## src/rtl/single_wire_sensor_frame_receiver_defines.svh

```systemverilog
// Assertion macros shared by the single-wire sensor frame receiver.
`ifndef SINGLE_WIRE_SENSOR_FRAME_RECEIVER_DEFINES_SVH
`define SINGLE_WIRE_SENSOR_FRAME_RECEIVER_DEFINES_SVH

// Same-cycle implication, checked outside reset.
`define SWSFR_ASSERT_NOW(lbl, ante, cons, msg) \
    lbl: assert property (@(posedge clk) disable iff (!rst_n) (ante) |-> (cons)) \
        else $error(msg);

// Next-cycle implication, checked outside reset.
`define SWSFR_ASSERT_NEXT(lbl, ante, cons, msg) \
    lbl: assert property (@(posedge clk) disable iff (!rst_n) (ante) |=> (cons)) \
        else $error(msg);

`endif

```

## src/rtl/swsfr_pkg.sv

```systemverilog
// Package with types, codes and constants of the single-wire sensor frame receiver.
`default_nettype none

package swsfr_pkg;

    localparam int FRAME_BYTES_DEFAULT = 5;

    localparam logic [7:0] IDLE_PERIODS_RESET  = 8'd13;
    localparam logic [7:0] ONE_THRESHOLD_RESET = 8'd48;

    localparam int CFG_INDEX_W = 1;
    localparam logic [CFG_INDEX_W-1:0] CFG_IDLE_PERIODS  = 1'd0;
    localparam logic [CFG_INDEX_W-1:0] CFG_ONE_THRESHOLD = 1'd1;

    localparam logic [1:0] FUNC_START = 2'd0;
    localparam logic [1:0] FUNC_TIMER = 2'd1;
    localparam logic [1:0] FUNC_EDGE  = 2'd2;

    localparam logic [1:0] TM_KEEP  = 2'd0;
    localparam logic [1:0] TM_IDLE  = 2'd1;
    localparam logic [1:0] TM_START = 2'd2;
    localparam logic [1:0] TM_EDGE  = 2'd3;

    typedef enum logic [2:0] {
        PH_WAIT      = 3'd0,
        PH_OUT_LOW   = 3'd1,
        PH_OUT_HIGH  = 3'd2,
        PH_IN_LOW    = 3'd3,
        PH_IN_HIGH   = 3'd4,
        PH_DATA_LOW  = 3'd5,
        PH_DATA_HIGH = 3'd6
    } phase_t;

    typedef struct packed {
        logic [1:0] func;
        logic       line_level;
        logic [7:0] edge_time;
    } evt_t;

    typedef struct packed {
        logic        line_drive_low;
        logic [1:0]  timer_mode;
        logic        edge_watch;
        logic        frame_valid;
        logic [31:0] reading;
        logic        checksum_fail;
        logic        protocol_error;
    } res_t;

    // Commands from the sequencer to the frame store.
    typedef struct packed {
        logic clear;
        logic shift;
        logic bit_val;
    } frm_ctrl_t;

    // Status from the frame store back to the sequencer.
    typedef struct packed {
        logic done;
        logic sum_ok;
    } frm_stat_t;

endpackage

`default_nettype wire

```

## src/rtl/swsfr_frame.sv

```systemverilog
// Frame store: bit shift register, bit counter, checksum and reading extraction.
`default_nettype none

module swsfr_frame #(
    parameter int FRAME_BYTES = swsfr_pkg::FRAME_BYTES_DEFAULT
) (
    input  wire logic                 clk,
    input  wire logic                 rst_n,
    input  wire logic                 en,
    input  wire swsfr_pkg::frm_ctrl_t ctrl,
    output swsfr_pkg::frm_stat_t      stat,
    output logic [31:0]               reading
);

    localparam int FRAME_BITS = FRAME_BYTES * 8;
    localparam int CNT_W      = $clog2(FRAME_BITS);
    localparam int RD_BYTES   = (FRAME_BYTES < 4) ? FRAME_BYTES : 4;

    logic [FRAME_BITS-1:0] shift_reg;
    logic [CNT_W-1:0]      bits_reg;
    logic [CNT_W-1:0]      bits_next;
    logic                  done_reg;
    logic                  done_next;
    logic [CNT_W:0]        bits_inc;
    logic [7:0]            sum;

    assign bits_inc = {1'b0, bits_reg} + (CNT_W+1)'(1);

    always_comb
    begin
        bits_next = bits_reg;
        done_next = done_reg;
        if (ctrl.clear)
        begin
            bits_next = '0;
            done_next = 1'b0;
        end
        else if (ctrl.shift)
        begin
            if (bits_inc >= (CNT_W+1)'(FRAME_BITS))
            begin
                bits_next = '0;
                done_next = 1'b1;
            end
            else
            begin
                bits_next = bits_inc[CNT_W-1:0];
            end
        end
    end

    always_ff @(posedge clk or negedge rst_n)
    begin
        if (!rst_n)
        begin
            bits_reg <= '0;
            done_reg <= 1'b0;
        end
        else if (en)
        begin
            bits_reg <= bits_next;
            done_reg <= done_next;
        end
    end

    always_ff @(posedge clk)
    begin
        if (en && ctrl.shift)
        begin
            shift_reg <= {shift_reg[FRAME_BITS-2:0], ctrl.bit_val};
        end
    end

    // Byte 0 is the first byte received and sits at the top of the shift register.
    always_comb
    begin
        sum = 8'd0;
        for (int i = 0; i < FRAME_BYTES - 1; i++)
        begin
            sum = sum + shift_reg[8*(FRAME_BYTES-1-i) +: 8];
        end
    end

    always_comb
    begin
        reading = 32'd0;
        for (int j = 0; j < RD_BYTES; j++)
        begin
            reading[8*(3-j) +: 8] = shift_reg[8*(FRAME_BYTES-1-j) +: 8];
        end
    end

    assign stat.done   = done_reg;
    assign stat.sum_ok = (sum == shift_reg[7:0]);

endmodule

`default_nettype wire

```

## src/rtl/swsfr_ctrl.sv

```systemverilog
// Sequencer: exchange phase, idle countdown and per-request result decode.
`default_nettype none

module swsfr_ctrl (
    input  wire logic                 clk,
    input  wire logic                 rst_n,
    input  wire logic                 en,
    input  wire swsfr_pkg::evt_t      evt,
    input  wire logic [7:0]           idle_periods,
    input  wire logic [7:0]           one_threshold,
    input  wire swsfr_pkg::frm_stat_t stat,
    input  wire logic [31:0]          frame_reading,
    output swsfr_pkg::frm_ctrl_t      fctrl,
    output swsfr_pkg::res_t           res
);

    swsfr_pkg::phase_t phase_reg;
    swsfr_pkg::phase_t phase_next;
    logic [7:0]        idle_left_reg;
    logic [7:0]        idle_left_next;
    logic [7:0]        idle_dec;
    logic              edge_ok;

    assign idle_dec = idle_left_reg - 8'd1;

    // Whether a line edge shows the level that the current phase expects.
    always_comb
    begin
        case (phase_reg)
            swsfr_pkg::PH_OUT_HIGH:  edge_ok = !evt.line_level;
            swsfr_pkg::PH_IN_LOW:    edge_ok = evt.line_level;
            swsfr_pkg::PH_IN_HIGH:   edge_ok = !evt.line_level;
            swsfr_pkg::PH_DATA_LOW:  edge_ok = evt.line_level;
            swsfr_pkg::PH_DATA_HIGH: edge_ok = !evt.line_level;
            default:                 edge_ok = 1'b0;
        endcase
    end

    // Next state.
    always_comb
    begin
        phase_next     = phase_reg;
        idle_left_next = idle_left_reg;
        case (evt.func)
            swsfr_pkg::FUNC_START:
            begin
                if (phase_reg == swsfr_pkg::PH_WAIT)
                begin
                    idle_left_next = idle_periods;
                end
            end
            swsfr_pkg::FUNC_TIMER:
            begin
                case (phase_reg)
                    swsfr_pkg::PH_WAIT:
                    begin
                        idle_left_next = idle_dec;
                        if (idle_dec == 8'd0)
                        begin
                            phase_next = swsfr_pkg::PH_OUT_LOW;
                        end
                    end
                    swsfr_pkg::PH_OUT_LOW:
                    begin
                        phase_next = swsfr_pkg::PH_OUT_HIGH;
                    end
                    default:
                    begin
                        phase_next     = swsfr_pkg::PH_WAIT;
                        idle_left_next = idle_periods;
                    end
                endcase
            end
            swsfr_pkg::FUNC_EDGE:
            begin
                if (!edge_ok)
                begin
                    phase_next     = swsfr_pkg::PH_WAIT;
                    idle_left_next = idle_periods;
                end
                else
                begin
                    case (phase_reg)
                        swsfr_pkg::PH_OUT_HIGH:  phase_next = swsfr_pkg::PH_IN_LOW;
                        swsfr_pkg::PH_IN_LOW:    phase_next = swsfr_pkg::PH_IN_HIGH;
                        swsfr_pkg::PH_IN_HIGH:   phase_next = swsfr_pkg::PH_DATA_LOW;
                        swsfr_pkg::PH_DATA_HIGH: phase_next = swsfr_pkg::PH_DATA_LOW;
                        swsfr_pkg::PH_DATA_LOW:
                        begin
                            if (stat.done)
                            begin
                                phase_next     = swsfr_pkg::PH_WAIT;
                                idle_left_next = idle_periods;
                            end
                            else
                            begin
                                phase_next = swsfr_pkg::PH_DATA_HIGH;
                            end
                        end
                        default:                 phase_next = phase_reg;
                    endcase
                end
            end
            default:
            begin
                phase_next = phase_reg;
            end
        endcase
    end

    // Outputs of the decode: timer command, flags and frame store commands.
    always_comb
    begin
        res                = '0;
        fctrl              = '0;
        fctrl.bit_val      = (evt.edge_time >= one_threshold);
        case (evt.func)
            swsfr_pkg::FUNC_START:
            begin
                if (phase_reg == swsfr_pkg::PH_WAIT)
                begin
                    res.timer_mode = swsfr_pkg::TM_IDLE;
                end
            end
            swsfr_pkg::FUNC_TIMER:
            begin
                case (phase_reg)
                    swsfr_pkg::PH_WAIT:
                    begin
                        if (idle_dec == 8'd0)
                        begin
                            res.timer_mode = swsfr_pkg::TM_START;
                        end
                    end
                    swsfr_pkg::PH_OUT_LOW:
                    begin
                        res.timer_mode = swsfr_pkg::TM_EDGE;
                    end
                    default:
                    begin
                        res.timer_mode     = swsfr_pkg::TM_IDLE;
                        res.protocol_error = 1'b1;
                    end
                endcase
            end
            swsfr_pkg::FUNC_EDGE:
            begin
                if (!edge_ok)
                begin
                    res.timer_mode     = swsfr_pkg::TM_IDLE;
                    res.protocol_error = 1'b1;
                end
                else if (phase_reg == swsfr_pkg::PH_DATA_LOW && stat.done)
                begin
                    res.timer_mode    = swsfr_pkg::TM_IDLE;
                    res.frame_valid   = stat.sum_ok;
                    res.checksum_fail = !stat.sum_ok;
                    res.reading       = frame_reading;
                end
                else
                begin
                    res.timer_mode = swsfr_pkg::TM_EDGE;
                    fctrl.clear    = (phase_reg == swsfr_pkg::PH_IN_HIGH);
                    fctrl.shift    = (phase_reg == swsfr_pkg::PH_DATA_HIGH);
                end
            end
            default:
            begin
                res.timer_mode = swsfr_pkg::TM_KEEP;
            end
        endcase
        res.line_drive_low = (phase_next == swsfr_pkg::PH_OUT_LOW);
        res.edge_watch     = (phase_next == swsfr_pkg::PH_OUT_HIGH)
                          || (phase_next == swsfr_pkg::PH_IN_LOW)
                          || (phase_next == swsfr_pkg::PH_IN_HIGH)
                          || (phase_next == swsfr_pkg::PH_DATA_LOW)
                          || (phase_next == swsfr_pkg::PH_DATA_HIGH);
    end

    always_ff @(posedge clk or negedge rst_n)
    begin
        if (!rst_n)
        begin
            phase_reg     <= swsfr_pkg::PH_WAIT;
            idle_left_reg <= 8'd0;
        end
        else if (en)
        begin
            phase_reg     <= phase_next;
            idle_left_reg <= idle_left_next;
        end
    end

endmodule

`default_nettype wire

```

## src/rtl/single_wire_sensor_frame_receiver.sv

```systemverilog
// Top level of the single-wire sensor frame receiver: config registers and result register.
//
//  Channel   Direction  Handshake             Payload
//  evt       in         evt_valid / evt_stall swsfr_pkg::evt_t (func, line_level, edge_time)
//  res       out        res_valid / res_stall swsfr_pkg::res_t (one result per request)
//  cfg       in         cfg_valid / cfg_ready cfg_index, cfg_data
//
// Each request is decoded in the cycle it is accepted and its result appears in the
// result register on the next cycle; one request per cycle is sustained unless stalled.
// The decode path is the phase decode plus an eight-bit sum over the stored frame bytes.
// A request is taken whenever the result register is empty or being emptied.
// Reset clears the phase, counters and the result valid; config returns to its defaults.
// cfg_ready is always high.
`default_nettype none

`include "single_wire_sensor_frame_receiver_defines.svh"

module single_wire_sensor_frame_receiver #(
    parameter int FRAME_BYTES = swsfr_pkg::FRAME_BYTES_DEFAULT
) (
    input  wire logic                              clk,
    input  wire logic                              rst_n,
    input  wire logic                              evt_valid,
    output logic                                   evt_stall,
    input  wire swsfr_pkg::evt_t                   evt_data,
    output logic                                   res_valid,
    input  wire logic                              res_stall,
    output swsfr_pkg::res_t                        res_data,
    input  wire logic                              cfg_valid,
    output logic                                   cfg_ready,
    input  wire logic [swsfr_pkg::CFG_INDEX_W-1:0] cfg_index,
    input  wire logic [7:0]                        cfg_data
);

    logic                 evt_accept;
    logic [7:0]           idle_periods_reg;
    logic [7:0]           one_threshold_reg;
    logic                 res_valid_reg;
    swsfr_pkg::res_t      res_data_reg;
    swsfr_pkg::res_t      res_comb;
    swsfr_pkg::frm_ctrl_t fctrl;
    swsfr_pkg::frm_stat_t fstat;
    logic [31:0]          frame_reading;

    assign evt_stall  = res_valid_reg && res_stall;
    assign evt_accept = evt_valid && !evt_stall;
    assign cfg_ready  = 1'b1;
    assign res_valid  = res_valid_reg;
    assign res_data   = res_data_reg;

    always_ff @(posedge clk or negedge rst_n)
    begin
        if (!rst_n)
        begin
            idle_periods_reg  <= swsfr_pkg::IDLE_PERIODS_RESET;
            one_threshold_reg <= swsfr_pkg::ONE_THRESHOLD_RESET;
        end
        else if (cfg_valid && cfg_ready)
        begin
            case (cfg_index)
                swsfr_pkg::CFG_IDLE_PERIODS:  idle_periods_reg  <= cfg_data;
                swsfr_pkg::CFG_ONE_THRESHOLD: one_threshold_reg <= cfg_data;
                default:                      idle_periods_reg  <= idle_periods_reg;
            endcase
        end
    end

    swsfr_ctrl u_ctrl (
        .clk           (clk),
        .rst_n         (rst_n),
        .en            (evt_accept),
        .evt           (evt_data),
        .idle_periods  (idle_periods_reg),
        .one_threshold (one_threshold_reg),
        .stat          (fstat),
        .frame_reading (frame_reading),
        .fctrl         (fctrl),
        .res           (res_comb)
    );

    swsfr_frame #(
        .FRAME_BYTES (FRAME_BYTES)
    ) u_frame (
        .clk     (clk),
        .rst_n   (rst_n),
        .en      (evt_accept),
        .ctrl    (fctrl),
        .stat    (fstat),
        .reading (frame_reading)
    );

    always_ff @(posedge clk or negedge rst_n)
    begin
        if (!rst_n)
        begin
            res_valid_reg <= 1'b0;
        end
        else if (evt_accept)
        begin
            res_valid_reg <= 1'b1;
        end
        else if (!res_stall)
        begin
            res_valid_reg <= 1'b0;
        end
    end

    always_ff @(posedge clk)
    begin
        if (evt_accept)
        begin
            res_data_reg <= res_comb;
        end
    end

    `SWSFR_ASSERT_NOW(a_no_accept_when_full, res_valid_reg && res_stall, !evt_accept,
        "request accepted while the result register is stalled")

    `SWSFR_ASSERT_NOW(a_one_outcome, res_valid_reg,
        $onehot0({res_data_reg.frame_valid, res_data_reg.checksum_fail,
                  res_data_reg.protocol_error}),
        "more than one frame outcome flagged in one result")

    `SWSFR_ASSERT_NOW(a_outcome_goes_idle,
        res_valid_reg && (res_data_reg.frame_valid || res_data_reg.checksum_fail
                          || res_data_reg.protocol_error),
        res_data_reg.timer_mode == swsfr_pkg::TM_IDLE && !res_data_reg.edge_watch
            && !res_data_reg.line_drive_low,
        "frame outcome without return to idle")

    `SWSFR_ASSERT_NOW(a_drive_low_timer,
        res_valid_reg && res_data_reg.line_drive_low,
        !res_data_reg.edge_watch && (res_data_reg.timer_mode == swsfr_pkg::TM_START
                                     || res_data_reg.timer_mode == swsfr_pkg::TM_KEEP),
        "line driven low with a wrong timer command")

endmodule

`default_nettype wire

```

## config.mk

```make
export PLATFORM = sky130hd
export DESIGN_NAME = single_wire_sensor_frame_receiver
export DESIGN_NICKNAME = d
export VERILOG_FILES = /design/src/rtl/swsfr_pkg.sv /design/src/rtl/swsfr_frame.sv /design/src/rtl/swsfr_ctrl.sv /design/src/rtl/single_wire_sensor_frame_receiver.sv
export VERILOG_INCLUDE_DIRS = /design/src /design/src/rtl
export SDC_FILE = /design/constraint.sdc
export NUM_CORES = 1
export LEC_CHECK = 0
export ABC_AREA = 0
export ABC_CLOCK_PERIOD_IN_PS = 4700
export BUFFER_PORTS_ARGS = -buffer_cell sky130_fd_sc_hd__buf_2
export CAP_MARGIN = 10
export CORE_MARGIN = 8
export CORE_UTILIZATION = 39
export CTS_CLUSTER_SIZE = 30
export DETAILED_ROUTE_END_ITERATION = 8
export MAX_ROUTING_LAYER = met4
export PLACE_DENSITY = 0.62
export SYNTH_ARGS = -nofsm -noshare
export SYNTH_HDL_FRONTEND = slang
export SYNTH_SLANG_ARGS = --single-unit
export TNS_END_PERCENT = 20
```

## constraint.sdc

```tcl
create_clock -name clk -period 4.7 [get_ports clk]
set_clock_uncertainty 0.05 [all_clocks]
set_input_delay 0.235 -clock clk [delete_from_list [all_inputs] [get_ports clk]]
set_output_delay 0.235 -clock clk [all_outputs]
set_load 0.1 [all_outputs]
```

==> reports/results.tsv <==
stage	metric	value	unit
outcome	status	finished clean	
synth	async_flop_share	30.70	%
min_path	hold_class	in -> reg	
floorplan	num_rows	43	
synth	netlist_instances	414	
critical_path	rr_endpoint	res_data[1]	
cells_and_area	final_nets	553	
sta	finalCritPeriodShare	69.94	%
cells_and_area	diodes	0	
placement	placed_cells	646	
sta	finalSetupViolations	0	
synth	netlist_area	5420	um2
route	vias	3416	
critical_path	worstSetupPathType	reg -> reg	
clock_network	clock_sinks	114	
global_routing	grt_pass1_vias	3496	
clock_network	cts_resized	0	
clock_network	ctsHoldBuffers	6	
critical_path	max_stage_delay	540	ps
route	route.detailed.drc	0	
critical_path	r2r_setup_slack	1410	ps
global_routing	gr-usage-met1	16.01	%
floorplan	die_area	17930	um2
critical_path	cpMaxStageDelayCell	fa_1	
floorplan	start_util	39.51	%
clock_network	cts_tree	yes	
synth	yosysSeqAreaShare	60.04	%
cells_and_area	final_common_cell	edfxtp_1	
sta	max_freq	0.3042	GHz
critical_path	start_kind	register	
synth	synth_nets	475	
route	ant_nets	0	
global_routing	grt_antenna_before_repair	0	
global_routing	grt_use_met2	19.41	%
cells_and_area	largest_reg_flops	40	
sta	finalMaxSlewViolations	0	
power_and_ir_drop	max-vdd-ir-drop	0.2634	mV
clock_network	cts_root_buf	clkbuf_16	
min_path	min_to	idle_periods_reg[4]	
clock_network	cts.path.max_buffers	2	
critical_path	timing.critical_path.mode_cell	fa_1	
clock_network	htreeDepth	4	
clock_network	numCtsBuffers	17	
global_routing	grt_pass1_wl	17970	um
cells_and_area	final_cells	685	
critical_path	r2r_cells	10	
route	drtIter0Drc	190	
synth	yosys_warnings	0	
route	wl	10820	um
global_routing	grt_start_max_net_pins	42	
clock_network	cts_setup_buffers	0	
critical_path	cp.arrival	3400	ps
route	via_per_inst	4.987	
synth	yosys_most_used_dff	edfxtp_1	
route	first_pass_iters	4	
placement	dp_hpwl	7400	um
synth	ys_types	54	
critical_path	r2r-start	u_frame.shift_reg[9]	
floorplan	core	13720	um2
sta	worst_slew_margin_rel	26.21	%
placement	routabilityCongestion	0.8144	
min_path	hold_depth	2	
floorplan	die_w	133.9	um
sta	finalSetupTns	0	ps
synth	avgSynthCellArea	13.09	um2
global_routing	grt_use_met3	4.413	%
power_and_ir_drop	powerDensity	437.9	nW/um2
critical_path	end_kind	register	
synth	synth-edff-count	79	
global_routing	grt_usage	13.12	%
placement	portBuffers	65	
synth	ys_ff_latch	114	
sta	rsz0062_at_grt	no	
cells_and_area	areaGrowthSynthToFinish	21.56	%
route	wire_per_inst	15.79	um
clock_network	clk_latency	420	ps
global_routing	grt_overflow	0	
clock_network	path_clk_slew	60	ps
floorplan	io_pins	67	
critical_path	worstPathMaxFanout	3	
sta	finalCriticalPeriod	3287	ps
global_routing	grt-busiest-layer	met2	
floorplan	die_h	133.9	um
cells_and_area	final_cell_mix	edfxtp_1 (79), buf_2 (65), and3_1 (33)	
cells_and_area	drive_gt1_share	24.16	%
power_and_ir_drop	p_leak	2.722	nW
critical_path	cp_top_family	adder cells	
sta	finalHoldViolCount	0	
min_path	worstHoldStart	cfg_data[4]	
run	max_cap_viol_count	0	
critical_path	crit_chain	fa_1 -> fa_1 -> ha_1 -> inv_1 -> fa_1 -> xnor2_1 -> xnor2_1 -> nand4_1 -> nor3_1 -> a31oi_1	
sta	max_slew.worst_pin.slew	1104	ps
critical_path	critical_path_buf_inv_count	1	
critical_path	cp_data_required_time	4810	ps
## Yosys cell counts, drive strengths merged (2+ instances only)
cell	number	share of area [%]
xnor2	15	2.4
nand3	4	0.37
buf	4	0.58
a21oi	20	1.8
nor2	23	1.7
nand4	4	0.46
and3	33	3.8
mux2	16	3.3
fa	14	5.2
edfxtp	79	44
or4	2	0.35
mux2i	2	0.37
nor4	4	0.58
a22oi	3	0.42
or2	2	0.23
xor2	5	0.81
nor4b	2	0.32
dfstp	5	2.4
ha	22	5.1
a21o	3	0.42
nor3	9	0.83
o21ai	27	2.5
a31oi	5	0.58
nand2b	4	0.46
inv	22	1.5
and2	2	0.23
clkbuf	11	0.76
dfrtp	30	14
o22ai	3	0.35
nor2b	4	0.46
nand2	20	1.4
## stage by stage
stage	cell area [um2]	util (%)	worst slack, ps	hold WS [ps]	power [W]
global placement	5926	43.19	1568	310.7	0.001606
detailed placement	5926	43.19	1470	325.0	0.001617
finish	6589	48.03	1413	21.51	0.002885
global route	6589	48.03	1191	8.712	0.003004
CTS	6579	47.95	1383	0.06770	0.002912
floorplan	5420	-	447.7	-110.6	0.001533
## power by group
part,leakage [nW],switching (W),total [W],internal (W)
combinational,1.26,0.000268,0.000391,0.000123
sequential,1.18,0.0000651,0.00121,0.00114
clock,0.286,0.000493,0.00128,0.000792
total,2.72,0.000826,0.00289,0.00206
## per-layer routing
| layer | wire length (um) | vias to the layer above |
|---|---|---|
| li1 | - | 1677 |
| met1 | 5002 | 1639 |
| met2 | 4998 | 90 |
| met3 | 703 | 10 |
| met4 | 114 | 0 |
| met5 | 0 | - |
## cells by family after synthesis
group / share of synthesized area [%]
adders and majority gates: 10.25
other: 0.06919
buffers and inverters: 2.862
and+or+nand+nor: 11.68
AOI/OAI and AO/OA: 8.172
DFF: 60.04
xor gates and xnor gates: 3.232
muxes: 3.694
## worst max-delay path by stage
stage	start	endpoint	slack (ps)	cells after the start
3_3_place_gp	u_frame.shift_reg[9]	res_data[34]	1570	11
2_1_floorplan	res_valid	u_frame.shift_reg[0]	450	6
3_5_place_dp	u_frame.shift_reg[9]	res_data[34]	1470	11
6_report	u_frame.shift_reg[9]	res_data[1]	1410	10
5_1_grt	u_frame.shift_reg[9]	res_data[1]	1190	10
4_1_cts	u_frame.shift_reg[9]	res_data[1]	1380	10
## area by class of cell
cell class / count / area (um2)
Clock inverter: 15 / 167.7
Tap cell: 180 / 225.2
Sequential cell: 114 / 3254
Timing Repair Buffer: 74 / 410.4
Clock buffer: 17 / 425.4
Multi-Input combinational cell: 263 / 2023
Inverter: 22 / 82.58
Fill cell: 1211 / 7131
(Power assumes the default switching activity.)
